<file path="config.mk">
export PLATFORM = sky130hd
export DESIGN_NAME = dll_ctrl
export DESIGN_NICKNAME = d
export VERILOG_FILES = /design/src/hdl/dll_pkg.sv /design/src/hdl/dll_ctrl.sv
export SDC_FILE = /design/constraint.sdc
export NUM_CORES = 1
export LEC_CHECK = 0
export ABC_AREA = 1
export ABC_CLOCK_PERIOD_IN_PS = 1200
export BUFFER_PORTS_ARGS = -buffer_cell sky130_fd_sc_hd__buf_2
export CAP_MARGIN = 20
export CORE_AREA = 2 2 39 41
export CTS_CLUSTER_DIAMETER = 200
export DETAILED_ROUTE_END_ITERATION = 16
export DIE_AREA = 0 0 41 43
export GPL_TIMING_DRIVEN = 0
export SYNTH_ARGS = -nofsm -noshare
export SYNTH_HDL_FRONTEND = slang
export SYNTH_SLANG_ARGS = --single-unit
</file>
<file path="constraint.sdc">
create_clock -name clk -period 1.2 [get_ports clk]
set_input_delay 0.3 -clock clk [delete_from_list [all_inputs] [get_ports clk]]
set_output_delay 0.3 -clock clk [all_outputs]
set_load 0.05 [all_outputs]
</file>
<file path="src/hdl/dll_pkg.sv">
// ----------------------------------------------------------------------------
// dll_pkg: shared types and codes of the doubly linked list manager
// Request and response words, operation codes, status codes, controller
// states and the command/status bundles between controller and datapath.
// ----------------------------------------------------------------------------
`default_nettype none

package dll_pkg;

  // Request word modes
  localparam logic [1:0] MODE_APPEND  = 2'd0;
  localparam logic [1:0] MODE_PREPEND = 2'd1;
  localparam logic [1:0] MODE_INSERT  = 2'd2;
  localparam logic [1:0] MODE_REMOVE  = 2'd3;

  // Response status codes
  localparam logic [1:0] STATUS_OK    = 2'd0;
  localparam logic [1:0] STATUS_EMPTY = 2'd1;
  localparam logic [1:0] STATUS_FULL  = 2'd2;

  typedef struct packed {
    logic [1:0]         mode;
    logic signed [31:0] item_value;
    logic [9:0]         anchor_handle;
    logic               place_left;
  } in_word_t;

  typedef struct packed {
    logic [1:0]         status;
    logic [9:0]         new_handle;
    logic signed [31:0] removed_value;
    logic [10:0]        element_count;
  } out_word_t;

  // Resolved operation, after end-of-list anchors and error checks
  typedef enum logic [2:0] {
    OP_APPEND,
    OP_PREPEND,
    OP_INS_LEFT,
    OP_INS_RIGHT,
    OP_REMOVE,
    OP_ERR_EMPTY,
    OP_ERR_FULL
  } op_t;

  typedef enum logic [1:0] {
    ST_IDLE,
    ST_LINK,
    ST_SPLICE
  } state_t;

  // Controller to datapath
  typedef struct packed {
    logic load;    // capture request word and issue memory reads
    logic link;    // take handle, first link writes, update head/tail/size
    logic splice;  // second link writes of a mid-list insert
    logic finish;  // raise the result strobe next cycle
  } cmd_t;

  // Datapath to controller
  typedef struct packed {
    logic splice_needed;
  } stat_t;

endpackage

`default_nettype wire

</file>
<file path="src/hdl/dll_ctrl.sv">
// ----------------------------------------------------------------------------
// dll_ctrl: operation sequencer
// Steps each accepted word through the link phase and, for a mid-list
// insert, the splice phase, then raises the result strobe.
// ----------------------------------------------------------------------------
`default_nettype none

module dll_ctrl (
  input  wire logic            clk,
  input  wire logic            rst,
  input  wire logic            start,
  input  wire dll_pkg::stat_t  stat,
  output dll_pkg::cmd_t        cmd,
  output logic                 busy
);

  dll_pkg::state_t state, state_next;

  // State register
  always_ff @(posedge clk) begin
    if (rst) begin
      state <= dll_pkg::ST_IDLE;
    end else begin
      state <= state_next;
    end
  end

  // Next state and commands
  always_comb begin
    state_next = state;
    cmd        = '0;
    unique case (state)
      dll_pkg::ST_IDLE: begin
        if (start) begin
          cmd.load   = 1'b1;
          state_next = dll_pkg::ST_LINK;
        end
      end
      dll_pkg::ST_LINK: begin
        cmd.link = 1'b1;
        if (stat.splice_needed) begin
          state_next = dll_pkg::ST_SPLICE;
        end else begin
          cmd.finish = 1'b1;
          state_next = dll_pkg::ST_IDLE;
        end
      end
      dll_pkg::ST_SPLICE: begin
        cmd.splice = 1'b1;
        cmd.finish = 1'b1;
        state_next = dll_pkg::ST_IDLE;
      end
      default: begin
        state_next = dll_pkg::ST_IDLE;
      end
    endcase
  end

  assign busy = (state != dll_pkg::ST_IDLE);

endmodule

`default_nettype wire

</file>
==> flow_metrics.tcl <==
set metrics [dict create \
    status "finished with violations" \
    violations "negative setup slack" \
    layout_commonest_cell "buf_4" \
    ys_ff_latch 2 \
    top_regs "state: 2 flops" \
    max_freq_ghz 0.6780 \
    fin_crit_ns 1.475 \
    start_util 0.1383 \
    power_leakage_nw 0.2243 \
    synth_top_cell_area_share 0.3268 \
    reg2reg_to "state[1]" \
    maxSlewHeadroom 0.9162 \
    synth.distinct_cells 9 \
    globalRouteTotalUtil 0.06707 \
    switching_power_mw 0.2848 \
    antenna_found_initial 0 \
    combPwrFrac 0.643 \
    hold_start "rst" \
    r2r_cells 7 \
    die_area_mm2 0.001763 \
    yosys.area.top_type "ha_1" \
    ant_nets 0 \
    setup_viol 5 \
    critical_path_class "flop to primary output" \
    clockBufferDepth 2 \
    final-hold-violation-count 0 \
    die_x_um 41 \
    power.density_mw_per_mm2 1468 \
    fin_worst_skew_ns 0.004044 \
    clk_latency_ns 0.23 \
    arrival_ns 1.17 \
    syn_area_um2 191.4 \
    dp_hpwl_um 310.5 \
    synthTopCellsByArea "ha_1 33%, dfxtp_1 21%, inv_1 16%" \
    r2r_slack_ns 0.10 \
    fin_crit_sh 1.229 \
    grt.overflow.total 0 \
    diodes 0 \
    internal_power_mw 0.3948 \
    fin_tns_setup_ns -0.8840 \
    p_sw_frac 0.4191 \
    ctsHoldBuffers 0 \
    finalPower_mw 0.6795 \
    root_buffer "clkbuf_4" \
    tightest_slew_ns 0.1254 \
    grt_pass1_vias 212 \
    num_rows 14 \
    maxCapViolations 0 \
    hold_path_class "primary input to flop" \
    gp_congestion 0.6406 \
    largest_register_ffs 2 \
    top_register "state" \
    drc_errors 0 \
    tritoncts "built" \
    core_area_mm2 0.001384 \
    dp_slack_ns -0.1618 \
    drtIter0Drc 1 \
    fin_nets 58 \
    syn_inst 29 \
    clock_power_share 0.219 \
    power_frac_seq 0.138 \
    ys_seq_area_frac 0.2092 \
    ys_warn_count 0 \
    grt_max_degree 5 \
    num_vias 222 \
    peakVddDrop_uv 319.4 \
    area_growth_pct 141.8 \
    syn_area_per_cell_um2 6.601 \
    routed_wl_um 474 \
    h-tree-depth 1 \
    grt_pass1_wl_um 696 \
    clock-sinks 2 \
    required_ns 0.90 \
    cp-end-kind "primary output" \
    routedWlPerCell_um 7.524 \
    crit_fanout 3 \
    synth_fp_nets 38 \
    die_h_um 43 \
    report.final.slew_viol_count 0 \
    startpoint_type "flop" \
    viasPerCell 3.524 \
    cts_inserted_buffers 3 \
    hold_end "state[0]" \
    holdPathStages 4 \
    final_cell_mix "5 x buf_4, 4 x inv_1, 4 x nor2_1, 4 x buf_8" \
    cts.clk_slew.worst_paths_ns 0.03 \
    rsz0062_at_grt "yes" \
    drt_first_pass_iters 2 \
    io_pins 9 \
    io_buffers 8 \
    design_area_um2 462.9 \
    post_dp_cell_area_um2 306.5 \
    drive_gt1_frac 0.6809 \
    timing.rr.start "state[0]" \
    setup_ws_ns -0.2749 \
]
==> critical path: stages (launching register included) <==
cell and delay (ns):
dfxtp_2 0.35, inv_4 0.06, ha_4 0.25, inv_2 0.04, nor2_4 0.10, buf_8 0.15
==> power by group through the flow <==
stage | Clock, mW | Sequential (mW) | Combinational [mW]
after floorplan | 0 | 0.0935 | 0.238
after global placement | 0 | 0.0946 | 0.270
after detailed placement | 0 | 0.0951 | 0.270
after CTS | 0.159 | 0.0892 | 0.403
after global routing | 0.164 | 0.0950 | 0.464
final | 0.149 | 0.0938 | 0.437
==> routing by layer <==
metal  track usage  vias up  wire length [um]
met2       0.09063        5               287
met1       0.05414       98               160
met4        0.1000        0                 0
met5             0        -                 0
met3       0.03141        0                27
li1              -      119                 -
==> area by class of cell <==
class,instances,area (um2)
Fill cell,155,920.9
Multi-Input combinational cell,18,181.4
Timing Repair Buffer,15,146.4
Inverter,9,47.55
Sequential cell,2,45.04
Clock buffer,3,22.52
Tap cell,16,20.02
==> cells by family after synthesis <==
| kind of cell | count (synthesis) | synth area share |
|---|---|---|
| adders and majority gates | 5 | 0.3268 |
| DFF | 2 | 0.2092 |
| AOI/OAI and AO/OA | 1 | 0.02612 |
| buffers and inverters | 9 | 0.1765 |
| and+or+nand+nor | 12 | 0.2614 |
==> repair_timing <==
action                                  4_1_cts  5_1_grt
endpoints found under the setup margin        5        5
gates resized for setup                      19        5
buffers inserted                              5        2
pin swaps                                     4        3
endpoints found under the hold margin         0        0
==> cell usage after synthesis <==
cell	number
inv_2	1
inv_1	8
nand2_1	4
nand3_1	2
dfxtp_1	2
nor2_1	5
nor2_2	1
ha_1	5
a21oi_1	1
==> per-stage QoR <==
stage	utilization	cells	hold WS, ns
global placement	0.2215	53	0.5496
detailed placement	0.2215	53	0.5505
finish	0.3345	63	0.3135
floorplan	-	29	0.4481
global route	0.3345	63	0.3222
CTS	0.3119	61	0.3072
==> how the worst max path moves through the flow <==
stage / start / endpoint / slack, ns / cells past startpoint
global route: state[0] / cmd[0] / -0.32 / 5
floorplan: state[1] / cmd[0] / -0.11 / 4
finish: state[0] / cmd[0] / -0.27 / 5
detailed placement: state[0] / cmd[0] / -0.16 / 5
global placement: state[0] / cmd[0] / -0.17 / 5
CTS: state[0] / cmd[0] / -0.27 / 5
No activity file was read; power rests on OpenSTA's default activity.
